## src/hw/rtl/lep_ram.sv

```systemverilog
// Generic simple dual-port RAM, one write port, one registered read port.
module lep_ram #(
    parameter int WIDTH = 8,
    parameter int DEPTH = 16,
    localparam int AW   = (DEPTH > 1) ? $clog2(DEPTH) : 1
) (
    input  logic             clk,
    input  logic             wr_en,
    input  logic [AW-1:0]    wr_addr,
    input  logic [WIDTH-1:0] wr_data,
    input  logic             rd_en,
    input  logic [AW-1:0]    rd_addr,
    output logic [WIDTH-1:0] rd_data
);

    logic [WIDTH-1:0] mem [DEPTH];

    always_ff @(posedge clk)
    begin
        if (wr_en)
        begin
            mem[wr_addr] <= wr_data;
        end
        if (rd_en)
        begin
            rd_data <= mem[rd_addr];
        end
    end

endmodule

```

## config.mk

```make
export PLATFORM = sky130hd
export DESIGN_NAME = lep_ram
export DESIGN_NICKNAME = d
export VERILOG_FILES = /design/src/hw/rtl/lep_ram.sv
export SDC_FILE = /design/constraint.sdc
export NUM_CORES = 1
export LEC_CHECK = 0
export BUFFER_PORTS_ARGS = -buffer_cell sky130_fd_sc_hd__buf_2
export CAP_MARGIN = 25
export CORE_ASPECT_RATIO = 0.6
export CORE_MARGIN = 8
export CORE_UTILIZATION = 30
export CTS_CLUSTER_SIZE = 28
export DETAILED_ROUTE_END_ITERATION = 10
export SLEW_MARGIN = 20
export SYNTH_ARGS = -nofsm -noshare
export SYNTH_HDL_FRONTEND = slang
export SYNTH_SLANG_ARGS = --single-unit
export TNS_END_PERCENT = 100
```

## constraint.sdc

```tcl
create_clock -name clk -period 3.9 [get_ports clk]
set_input_delay 0.78 -clock clk [delete_from_list [all_inputs] [get_ports clk]]
set_output_delay 0.78 -clock clk [all_outputs]
set_load 0.02 [all_outputs]
```

* Word-level counts from Yosys, hierarchy flattened
Memory sizes are Yosys's and may differ from the RTL's. A register that Yosys moved wholly into a read port is not among the register bits.
Cells that the tools add are included.
** Word-level totals
- Flip-flop bits (word level) :: 0
- RAM bits :: 128
- Bits of input ports :: 19
- Output and inout bits :: 8
- Word-level logic and storage cells :: 3
- Memories :: 1
** Memories
- mem :: words 16, width 8, rd ports 1, clocked after memory_dff 1, wr ports 1, line 16 : logic [WIDTH-1:0] mem [DEPTH];
** Cells by class
- Muxes and demuxes :: 2
** Operator list (count)
- $mux 1 :: 2

* Longest topological paths before layout
- Depth in word-level cells :: 2
- Depth in mapped cells :: 5
- Depth with buffers taken out :: 3

* Worst setup path before layout
OpenSTA, ideal clock, no wires.
- Path kind :: input port to flip-flop
- Start :: input port wr_addr[2]
- End :: memory mem[0][0] (enable)
- Library setup time :: 0.383 ns
- Arrival time :: 1.890 ns
- Setup slack :: 1.627 ns
- Stages on the path :: 2
- Cells stage by stage :: or3b_2 > nor3_1
** RTL lines
- from (decl) :: line 9 : input logic [AW-1:0] wr_addr,
- to (decl) :: line 16
Straight into the memory's write port.

==> Implementation_results.wiki <==
{| class="wikitable"
! Metric !! Value
|-
| Boundary Pins || 27
|-
| CORE AREA || 17,080 um2
|-
| Cell Chain, Critical Path || buf_2, buf_12, mux4_1, a22oi_1, nand2_1
|-
| Power dissipated by switching net loads || 0.7151 mW
|-
| Footprint of the multi-input gates || 1062 um2
|-
| Reg clk slew, reported paths || 0.06 ns
|-
| Sequential Power Share || 0.457
|-
| Number of flip-flops and latches in the synthesized netlist || 136
|-
| Highest-count cells in the layout ignoring fill and taps || 136 x sky130_fd_sc_hd__edfxtp_1, 26 x sky130_fd_sc_hd__buf_2, 18 x sky130_fd_sc_hd__mux4_2
|-
| Detailed-route via count || approximately 2,500
|-
| Avg Inst Size Synth || 22.83 um2
|-
| Routability cong. || between 0.7 and 0.8
|-
| Number of iterations in the first detailed-routing pass || 4
|-
| Worst min-delay path class || input pin to flop
|-
| Max clock buf depth || 2
|-
| Gate power share || 0.044
|-
| Layout overhead on the synthesized area || 20.23%
|-
| H-tree levels || 4
|-
| Post-synth top area share || 0.7812
|-
| Total power divided by cell area || 576.6 nW/um2
|-
| Slowest-stage cell, CP || sky130_fd_sc_hd__mux4_1
|-
| Smallest setup slack after layout || roughly 1.6 ns
|-
| Result of the run || finished clean
|-
| Count of max-cap constraint violations || 0
|-
| Commonest non-fill, non-tap cell in the layout || sky130_fd_sc_hd__edfxtp_1
|-
| Detailed Route Iter0 Violations || 206
|-
| Global-route wire length before repair || around 16,000 um
|-
| Layout cell share with drive strength beyond 1 || 0.2883
|-
| Pin count of the biggest net entering global routing || 33
|-
| Ratio of routed vias to standard cells || 4.794
|-
| Total buffers and inverters traversed by the critical path || 2
|-
| Gate family responsible for the most delay along the worst path || buffers and inverters
|-
| Setup bufs post-CTS || 0
|-
| Final setup vio count || 0
|-
| Overall power of the completed layout || 3.624 mW
|-
| P_int || 2.909 mW
|-
| Kind of critical path || input pin to flop
|-
| Number of core rows || 37
|-
| Number of resized instances in the post-cts repair step || 0
|-
| Die Height || 118.3 um
|-
| Horizontal die dimension || 186.4 um
|-
| Hpwl dp || 7272 um
|-
| Clock sink count || around 140
|-
| Residual antenna-violating net count after detailed routing || 0
|-
| Initial core utilization || 0.3060
|-
| Net count of the finished layout || 287
|-
| Switching share of total power || 0.1973
|-
| Initial antenna violation count || 0
|-
| Distinct cell type count after synthesis || 18
|-
| Setup repair after global routing missed its margin || no
|-
| Clock skew after layout || about 0.01 ns
|-
| Capturing element type of the critical path || flop
|-
| Yosys Warn Count || 0
|-
| Via count of the first global-routing pass || 2,507
|-
| Post-synthesis instance area || about 5200 um2
|-
| Max Slew Vio Count || 0
|-
| Clock tree from TritonCTS || built
|-
| Quantity of I/O buffers inserted on ports || 26
|-
| Kind of launch point of the worst setup path || input pin
|-
| Worst ir drop on vdd || 0.3029 mV
|-
| Arrival time of the worst setup path || 2.49 ns
|-
| Total Die Area || 22,040 um2
|-
| CP required || around 4 ns
|-
| Top post-synthesis cells by area || sky130_fd_sc_hd__edfxtp_1 78%, sky130_fd_sc_hd__mux4_2 7.8%, sky130_fd_sc_hd__mux4_1 7.0%
|-
| N_diodes || 0
|-
| Clock root buffer || sky130_fd_sc_hd__clkbuf_16
|-
| Minimum clock period || ~2.3 ns
|-
| Total Negative Setup Slacks || 0 ns
|-
| Cts-stage hold buffer count || 0
|-
| Final cycle utilization of the critical path || 0.5981
|-
| Total gr overflow || 0
|-
| Longest individual stage delay on the worst path || between 0.5 and 0.6 ns
|-
| Wire length per cell after detailed routing || 21.52 um
|-
| Total Routing Usage GR || 0.1031
|-
| Insertion delay of the later-clocked pin in the worst-skew pair || 0.41 ns
|-
| Yosys top cell by area || sky130_fd_sc_hd__edfxtp_1
|-
| Total Wirelength || 11,090 um
|-
| Fraction of power consumed by the clock network || 0.499
|-
| TritonCTS buffer count || 17
|-
| Sequential cell area fraction in the yosys report || 0.7812
|-
| Slew margin rel. || 0.3279
|-
| Placement Setup Slack || 1.134 ns
|-
| Filler Cells Inserted || approximately 1,500
|-
| Highest attainable clock frequency || 428.7 MHz
|-
| Total nets after synthesis || 248
|-
| Static Leakage || 2.057 nW
|-
| Final-report hold violation count || 0
|-
| Flip-flop and latch area || 4084 um2
|-
| DRC violation count after routing || 0
|-
| Largest fanout on the critical path || 17
|-
| Number of standard cells after synthesis || between 200 and 250
|-
| Worst-Margin Slew || 1.004 ns
|}
## sequential cells by signal (all words and copies together) (netlist names)
| register | cells |
|---|---|
| rd_data | 8 |
| mem | 128 |
## worst paths after layout
kind	cells past startpoint	slack (ns)	end	start
worst max register to register	3	2.32	rd_data[3]$_DFFE_PP_	mem[5][3]$_DFFE_PP_
worst min register to register	3	0.76	rd_data[2]$_DFFE_PP_	mem[8][2]$_DFFE_PP_
worst min-delay path	1	0.75	rd_data[2]$_DFFE_PP_	rd_en
worst max-delay path	5	1.57	rd_data[3]$_DFFE_PP_	rd_addr[0]
## cell families after synthesis
kind of cell,Yosys count,share of synthesized area
flops,136,0.7812
simple gates,35,0.03136
mux,32,0.1479
compound gates,16,0.02298
buf+inv,10,0.01651
## synthesized netlist by cell type
library cell                        n
sky130_fd_sc_hd__or3b_2             1
sky130_fd_sc_hd__buf_2              3
sky130_fd_sc_hd__nor3_1             4
sky130_fd_sc_hd__nand2_1            9
sky130_fd_sc_hd__clkdlybuf4s25_2    3
sky130_fd_sc_hd__buf_6              3
sky130_fd_sc_hd__mux4_2            18
sky130_fd_sc_hd__nand3_1            1
sky130_fd_sc_hd__mux4_1            14
sky130_fd_sc_hd__nor2b_1            1
sky130_fd_sc_hd__a22oi_1           16
sky130_fd_sc_hd__buf_4              1
sky130_fd_sc_hd__nor2_1            13
sky130_fd_sc_hd__edfxtp_1         136
sky130_fd_sc_hd__and2b_1            1
sky130_fd_sc_hd__nand3b_1           2
sky130_fd_sc_hd__nand2b_1           2
sky130_fd_sc_hd__and2_1             1
## worst register-to-register path: stages, from the launching register on
cell and delay [ns]:
sky130_fd_sc_hd__edfxtp_1 0.35, sky130_fd_sc_hd__mux4_1 0.59, sky130_fd_sc_hd__a22oi_1 0.29, sky130_fd_sc_hd__nand2_1 0.09
## metal layers
layer | global-route usage | wire [um]
met1 | 0.1544 | 5309
met2 | 0.1369 | 4565
met3 | 0.04022 | 1156
met4 | 0.02241 | 54
met5 | 0 | 0
## power groups by stage
stage	clock [mW]	combinational, mW	sequential (mW)
CTS	1.84	0.161	1.66
finish	1.81	0.159	1.66
global placement	0	0.157	1.69
detailed placement	0	0.161	1.69
floorplan	0	0.0831	1.69
global route	1.90	0.172	1.66
## cell type report
| class | instances | share of cell area |
|---|---|---|
| clock inverters | 15 | 0.03942 |
| repair buffers | 30 | 0.02747 |
| flip-flops and latches | 136 | 0.6498 |
| multi-input cells | 83 | 0.1690 |
| well taps | 234 | 0.04659 |
| clock buffers | 17 | 0.06769 |
## metrics by stage
| step | instance area (um2) | utilization | hold WS, ns | cells |
|---|---|---|---|---|
| 3_5_place_dp | 5612 | 0.3285 | 0.7519 | 483 |
| 5_1_grt | 6285 | 0.3679 | 0.7271 | 515 |
| 3_3_place_gp | 5612 | 0.3285 | 0.7467 | 483 |
| 6_report | 6285 | 0.3679 | 0.7487 | 515 |
| 2_1_floorplan | 5228 | - | 0.7048 | 229 |
| 4_1_cts | 6285 | 0.3679 | 0.7338 | 515 |
(Power assumes the default switching activity.)
