--- src/hw/rtl/lep_pkg.sv ---
// Shared types and constants for the longest expressible prefix block.
package lep_pkg;

    // Fixed field widths
    localparam int OPCODE_W   = 2;
    localparam int INDEX_W    = 8;
    localparam int LEN_W      = 4;
    localparam int LETTERS_W  = 50;
    localparam int LETTER_W   = 5;
    localparam int BEST_W     = 20;

    // Sliding window of recent letters and prefix flags
    localparam int WINDOW     = 12;
    localparam int AVAIL_W    = 4;

    // Defaults for top-level parameters
    localparam int DEF_DICT_DEPTH   = 256;
    localparam int DEF_MAX_PRIM_LEN = 10;
    localparam int DEF_COUNT_BITS   = 20;

    // Input tdata layout, lowest bit first
    localparam int IN_INDEX_LSB   = 0;
    localparam int IN_LEN_LSB     = IN_INDEX_LSB + INDEX_W;
    localparam int IN_LETTERS_LSB = IN_LEN_LSB + LEN_W;
    localparam int IN_LETTER_LSB  = IN_LETTERS_LSB + LETTERS_W;
    localparam int IN_USED_W      = IN_LETTER_LSB + LETTER_W;
    localparam int IN_DATA_W      = ((IN_USED_W + 7) / 8) * 8;

    // Output tdata layout, lowest bit first
    localparam int OUT_BEST_LSB    = 0;
    localparam int OUT_MATCHED_BIT = OUT_BEST_LSB + BEST_W;
    localparam int OUT_STOPPED_BIT = OUT_MATCHED_BIT + 1;
    localparam int OUT_USED_W      = OUT_STOPPED_BIT + 1;
    localparam int OUT_DATA_W      = ((OUT_USED_W + 7) / 8) * 8;

    typedef enum logic [OPCODE_W-1:0] {
        OP_CLEAR   = 2'd0,
        OP_WRITE   = 2'd1,
        OP_LETTER  = 2'd2,
        OP_RESTART = 2'd3
    } opcode_t;

    typedef enum logic [1:0] {
        ST_SWEEP,
        ST_IDLE,
        ST_SCAN,
        ST_POST
    } state_t;

    typedef logic [WINDOW-1:0][LETTER_W-1:0] window_letters_t;

    // Run context the matcher compares each dictionary entry against
    typedef struct packed {
        window_letters_t        letters;   // index 0 is the newest letter
        logic [WINDOW-1:0]      flags;     // bit k: prefix of length count-k
        logic [AVAIL_W-1:0]     avail;     // letters in window, capped at WINDOW
    } window_t;

    // Tag that travels with a RAM read
    typedef struct packed {
        logic valid;
        logic last;
    } rd_tag_t;

    // Per-entry match verdict
    typedef struct packed {
        logic valid;
        logic hit;
        logic last;
    } match_t;

endpackage

--- src/hw/rtl/lep_match.sv ---
// Compares one dictionary entry per cycle against the letter window.
module lep_match #(
    parameter int MAX_PRIM_LEN = lep_pkg::DEF_MAX_PRIM_LEN,
    localparam int LW     = lep_pkg::LETTER_W * MAX_PRIM_LEN,
    localparam int WORD_W = LW + lep_pkg::LEN_W + 1
) (
    input  logic              clk,
    input  logic              rst_n,
    input  lep_pkg::rd_tag_t  rd_tag,
    input  logic [WORD_W-1:0] rd_data,
    input  lep_pkg::window_t  win,
    output lep_pkg::match_t   match
);

    logic [LW-1:0]                   ent_letters;
    logic [lep_pkg::LEN_W-1:0]       ent_len;
    logic                            ent_valid;
    logic                            len_ok;
    logic                            flag_ok;
    logic                            letters_ok;
    logic [lep_pkg::AVAIL_W-1:0]     pos;
    lep_pkg::match_t                 match_reg;
    lep_pkg::match_t                 match_next;

    // entry word: {valid, length, letters}
    assign ent_letters = rd_data[LW-1:0];
    assign ent_len     = rd_data[LW +: lep_pkg::LEN_W];
    assign ent_valid   = rd_data[WORD_W-1];

    always_comb
    begin
        len_ok = ent_valid && (ent_len != '0)
                 && (32'(ent_len) <= 32'(MAX_PRIM_LEN))
                 && (32'(ent_len) <= 32'(win.avail));

        // flag of the prefix just before the primitive
        flag_ok = 1'b0;
        for (int k = 0; k < lep_pkg::WINDOW; k++)
        begin
            if (ent_len == lep_pkg::LEN_W'(k + 1))
            begin
                flag_ok = win.flags[k];
            end
        end

        // first primitive letter lines up with window slot len-1
        letters_ok = 1'b1;
        pos        = '0;
        for (int i = 0; i < MAX_PRIM_LEN; i++)
        begin
            if (lep_pkg::LEN_W'(i) < ent_len)
            begin
                pos = lep_pkg::AVAIL_W'(ent_len - lep_pkg::LEN_W'(i + 1));
                if (ent_letters[lep_pkg::LETTER_W*i +: lep_pkg::LETTER_W] != win.letters[pos])
                begin
                    letters_ok = 1'b0;
                end
            end
        end

        match_next.valid = rd_tag.valid;
        match_next.last  = rd_tag.last;
        match_next.hit   = rd_tag.valid && len_ok && flag_ok && letters_ok;
    end

    always_ff @(posedge clk or negedge rst_n)
    begin
        if (!rst_n)
        begin
            match_reg <= '0;
        end
        else
        begin
            match_reg <= match_next;
        end
    end

    assign match = match_reg;

endmodule

--- config.mk ---
export PLATFORM = sky130hd
export DESIGN_NAME = lep_match
export DESIGN_NICKNAME = d
export VERILOG_FILES = /design/src/hw/rtl/lep_pkg.sv /design/src/hw/rtl/lep_match.sv
export SDC_FILE = /design/constraint.sdc
export NUM_CORES = 1
export LEC_CHECK = 0
export BUFFER_PORTS_ARGS = -buffer_cell sky130_fd_sc_hd__buf_2
export CAP_MARGIN = 20
export CORE_MARGIN = 4
export CORE_UTILIZATION = 58
export DETAILED_ROUTE_END_ITERATION = 8
export PLACE_DENSITY_LB_ADDON = 0.2
export REMOVE_ABC_BUFFERS = 1
export SETUP_SLACK_MARGIN = 0.5
export SYNTH_ARGS = -nofsm -noshare
export SYNTH_HDL_FRONTEND = slang
export SYNTH_SLANG_ARGS = --single-unit
export TNS_END_PERCENT = 10
--- constraint.sdc ---
create_clock -name clk -period 0.8 [get_ports clk]
set_clock_uncertainty 0.05 [all_clocks]
set_input_delay 0.16 -clock clk [delete_from_list [all_inputs] [get_ports clk]]
set_output_delay 0.16 -clock clk [all_outputs]
set_load 0.1 [all_outputs]
# Word level (Yosys, flattened, before mapping)
# Index checks and enable logic that the tools add are counted.
dict set report classes {
  n_mux 52
  n_eq_ne 22
  order_cmp 22
  reduce_logical 7
  n_addsub 10
}
# operator n
set op_table {}
lappend op_table {{5-bit binary-select mux with 4-bit select} 10}
lappend op_table {{4-bit by 5-bit < comparator with 1-bit output (second input constant)} 10}
lappend op_table {{5-bit two-way mux} 10}
lappend op_table {{5-bit inequality test} 10}
lappend op_table {{1-bit two-way mux} 32}
lappend op_table {{4-bit == test (second input constant)} 5}
lappend op_table {{4-bit by 3-bit == test with 1-bit output (second input constant)} 4}
lappend op_table {{3-bit by 4-bit < comparator with 1-bit output (first input constant)} 4}
lappend op_table {{4-bit by 3-bit subtractor with 4-bit output (second input constant)} 4}
lappend op_table {{4-bit subtractor (second input constant)} 3}
lappend op_table {{4-bit by 2-bit == test with 1-bit output (second input constant)} 2}
lappend op_table {{1-bit by 4-bit < comparator with 1-bit output (first input constant)} 2}
lappend op_table {{2-bit by 4-bit < comparator with 1-bit output (first input constant)} 2}
lappend op_table {{4-bit < comparator (first input constant)} 2}
lappend op_table {{4-bit by 2-bit subtractor with 4-bit output (second input constant)} 2}
lappend op_table {{1-bit logical AND} 6}
lappend op_table {{4-bit by 1-bit == test with 1-bit output (second input constant)} 1}
lappend op_table {{4-bit less-or-equal comparator} 1}
lappend op_table {{4-bit less-or-equal comparator (second input constant)} 1}
lappend op_table {{4-bit nonzero test} 1}
lappend op_table {{4-bit by 1-bit subtractor with 4-bit output (second input constant)} 1}
dict set report totals {
  wordCells 116
  output_inout_bits 3
  reg_bits 3
}

# Logic depth before layout (Yosys ltp)
dict set report logic_depth {
  word_depth 25
  ltp_mapped 17
  depth_no_buf 11
}

# Worst setup path after synthesis
# OpenSTA, ideal clock, no wires.
dict set report synth_timing {
  kind {input -> register}
  from {input rd_data[51]}
  to {register match_reg (netlist bit match[1])}
  required_ns 0.682
  slack_ns -2.562
  stages 16
  t_arrival_ns 3.244
  setup_time_ns 0.068
  cell_sequence {buf_2 buf_4 buf_2 inv_1 ha_1 buf_4 buf_2 buf_1 mux4_2 nand3_1 o21ai_0 xor2_1 nor4_1 o211ai_1 a211oi_1 and4_1}
}
# item line
set synth_rtl {}
lappend synth_rtl {{from (decl)} lep_match.sv:10} ;# input logic [WORD_W-1:0] rd_data,
lappend synth_rtl {{to (signal assigned)} lep_match.sv:74} ;# match_reg <= match_next;
lappend synth_rtl {{to (decl)} lep_match.sv:22} ;# lep_pkg::match_t match_reg;

==> results.yml <==
status:
  outcome: "finished, violations left"
  failed_checks: "hold timing, setup timing"
yosys:
  synth_top_family_by_area: "multiplexers"
  share_of_synthesized_area_spent_on_multiplexers_pct: 45.1
  post_synth_and_or_nand_nor_area_fraction_pct: 13.2
  post-synth-top-area-cell: "sky130_fd_sc_hd__mux4_2"
  synthMostInstantiatedCell: "sky130_fd_sc_hd__mux4_2"
  post_synth.cell_area_avg_um2: 9.59
  yosys.area_share.xor_xnor_pct: 13.5
  ys_seq_area_share_pct: 1.72
  synth_top_area_share_pct: 29.5
  synth_area_mm2: 0.00435
  synth_fa_ha_area_share_pct: 4.60
  post_synth_num_cell_types: 66
  yosys_warnings: 0
  ys_seq_elements: 3
  yosys_most_used_dff: "sky130_fd_sc_hd__dfrtp_1"
  syn_inst: 454
  synthesized_area_fraction_occupied_by_ao_oa_aoi_and_oai_cells_pct: 15.0
  synth.top_cells.by_count: "sky130_fd_sc_hd__mux4_2 (57), sky130_fd_sc_hd__mux2i_1 (40), sky130_fd_sc_hd__nand3_1 (35)"
  synth_async_reset_ratio_pct: 100
  synth-edff-count: 0
  yosys-top-cells-area: "sky130_fd_sc_hd__mux4_2 (29%), sky130_fd_sc_hd__mux2i_1 (9.2%), sky130_fd_sc_hd__xor2_1 (5.6%)"
worst_setup_path:
  critical_path.slowest_cell: "sky130_fd_sc_hd__o31ai_1"
  cp_slowest_stage_delay_ns: 0.47
  worstSetupEndpointType: "flop"
  cp_num_cells: 14
  cp.required_ns: 0.90
  critPathKind: "primary input to flop"
  crit_fanout: 8
  path_cells: "buf_6, inv_4, ha_4, buf_12, buf_4, mux4_2, mux2i_1, buf_4, xnor2_1, o31ai_1, nand4_1, a2bb2oi_1, a211oi_2, and4_1"
  crit_path_frequent_cell: "sky130_fd_sc_hd__buf_4"
  startpoint_type_of_the_worst_setup_path: "primary input"
  worst-path-buf-inv: 5
  critical_path.startpoint: "rd_data[51]"
  worst_ep_arrival_time_ns: 3.03
  worst_setup_path_endpoint: "match[1]"
  timing.critical_path.max_delay_family: "compound AO/OA/AOI/OAI gates"
floorplan:
  rows: 31
  num_io_pins: 138
  design.die.area_mm2: 0.00896
  core_area_mm2: 0.00729
  initial_core_utilization_pct: 59.7
  dieWidth_um: 94.6
  die-height_um: 94.6
timing:
  finalWorstPathRequiredPeriod_ns: 2.93
  setup_viol: 4
  fmaxAchievable_mhz: 341
  max_slew_headroom_at_the_worst_pin_pct: 62.9
  finalHoldViolCount: 4
  post-route-period-util_pct: 366
  timing.final.max_slew_violations: 0
  grt_setup_unrepaired: "yes"
  setup_slack_ns: -2.13
  timing.setup.tns_ns: -2.71
  whs_ns: -0.322
  tightest_slew_ns: 0.552
global_route:
  via_count_of_the_first_global_routing_pass: 5785
  grt_start_max_net_pins: 24
  grt_pass1_wl_mm: 29.6
  globalRouteTotalUtil_pct: 43.4
  antenna_found_initial: 0
  gr-total-overflow: 0
final_layout:
  area.sequential_um2: 75.1
  layout_stage_area_growth_over_the_synthesis_result_pct: 47.7
  num_antenna_cells: 0
  multi_input_logic_area_mm2: 0.00411
  finalNetCount: 851
  proportion_of_layout_cells_with_a_drive_suffix_above_1_pct: 53.9
  flip_flop_count_of_the_largest_register_all_copies_and_words_added: 3
  filler_cell_count: 386
  final_core_utilization_pct: 88.2
drt:
  totalWireLength_mm: 19.7
  drt_iter0_drc: 750
  detail-route-antenna-nets: 0
  vias_post_dr: 5741
  detail_route.first_pass.iterations: 6
  avgRoutedWirePerCell_um: 24.7
  drcViolationCount: 0
  route.detailed.vias_per_inst: 7.19
pwr:
  seq_power_share_pct: 2.7
  internal-power_w: 0.00313
  power.share.clock_pct: 7.7
  power.leakage_nw: 2.91
  power.switching_w: 0.00282
  comb_power_share_pct: 89.6
  pwr_density_cell_mw_per_mm2: 926
  power.share.switching_pct: 47.4
  vdd.ir_drop.worst_mv: 0.519
place:
  gpl.final_weighted_congestion: 1.03
  place_ws_ns: -2.31
  portBuffers: 137
  place_hpwl_mm: 14.0
clock_network:
  cts_num_sinks: 3
  cts-htree-levels: 1
  worst_setup_hold_path_clk_slew_ns: 0.03
  clock-root-buffer: "sky130_fd_sc_hd__clkbuf_8"
  cts_max_path_buffers: 2
  tritoncts.num_buffers: 3
  clock_tree_from_tritoncts: "built"
flow_run:
  drv_cap: 0
hold_path:
  min_path_type: "primary input to asynchronous set/reset pin"
## metal layers
metal  vias up  routed length [µm]  GRT usage, %
met5         -                   0             0
met4         0                1750          28.4
met3       183                2630          10.9
met2       633                9000          71.4
met1      2623                6300          50.1
li1       2302                   -             -
## layout by cell type, fill, tap and decap left out, drive strengths merged, types with 2 or more instances in the layout
cell type,Yosys,final
mux4,66,66
inv,15,15
a21o,2,2
nand2b,2,2
nor2b,4,4
nand3,35,35
xor2,30,30
nand2,26,26
mux2i,40,40
o21ai,23,23
o22ai,2,2
a211oi,2,2
xnor2,30,30
a21boi,2,2
o31a,2,2
and3,2,2
nand4,4,4
mux2,4,4
a21oi,35,35
a31oi,8,8
a22oi,2,2
o211ai,5,5
nor3b,6,6
nand3b,3,3
nor2,14,14
clkbuf,11,4
ha,16,16
nor3,4,4
a32oi,2,2
o31ai,3,3
bufbuf,0,3
buf,23,272
o221ai,3,3
and4,2,2
nor4,6,6
dfrtp,3,3
## area by class of cell
class	instances	area share (%)
multi-input combinational	401	63.9
timing repair buffer	275	31.3
inverter	16	1.01
sequential	3	1.17
tap	99	1.93
clock buffer	4	0.701
## timing repair
action | CTS | global route
setup buffers | 13 | 0
setup endpoints to repair | 5 | 4
cloned | 4 | 0
hold endpoints to repair | 4 | 4
gates resized for setup | 39 | 9
pin swaps | 13 | 4
## how the worst min path moves through the flow
stage                    end  slack, ns  start  depth (start not counted)
floorplan           match[0]      -0.19  rst_n                          0
global placement    match[1]      -0.09  rst_n                          1
detailed placement  match[1]      -0.09  rst_n                          1
CTS                 match[2]      -0.32  rst_n                          1
global route        match[0]      -0.32  rst_n                          1
finish              match[1]      -0.32  rst_n                          1
## metrics by stage
stage / area [µm²] / total power (W) / instances / hold WS (ns)
2_1_floorplan: 4120 / 0.00273 / 420 / -0.186
3_3_place_gp: 5940 / 0.00461 / 777 / -0.0926
3_5_place_dp: 5940 / 0.00476 / 777 / -0.0915
4_1_cts: 6390 / 0.00564 / 798 / -0.324
5_1_grt: 6430 / 0.00620 / 798 / -0.318
6_report: 6430 / 0.00595 / 798 / -0.322
## power by group through the flow
stage	clock network (W)	registers [W]	logic (W)
3_3_place_gp	0	0.000164	0.00445
5_1_grt	0.000474	0.000163	0.00557
6_report	0.000459	0.000162	0.00533
4_1_cts	0.000463	0.000163	0.00501
3_5_place_dp	0	0.000164	0.00460
2_1_floorplan	0	0.000200	0.00253
## logic make-up (layout without fill, tap and decap cells)
family          after synthesis  in the layout
fa+ha+maj                    16             16
simple gates                112            112
flops                         3              3
xor+xnor                     60             60
mux                         110            110
buf+inv                      50            295
compound gates              103            103
(Power assumes the default switching activity.)
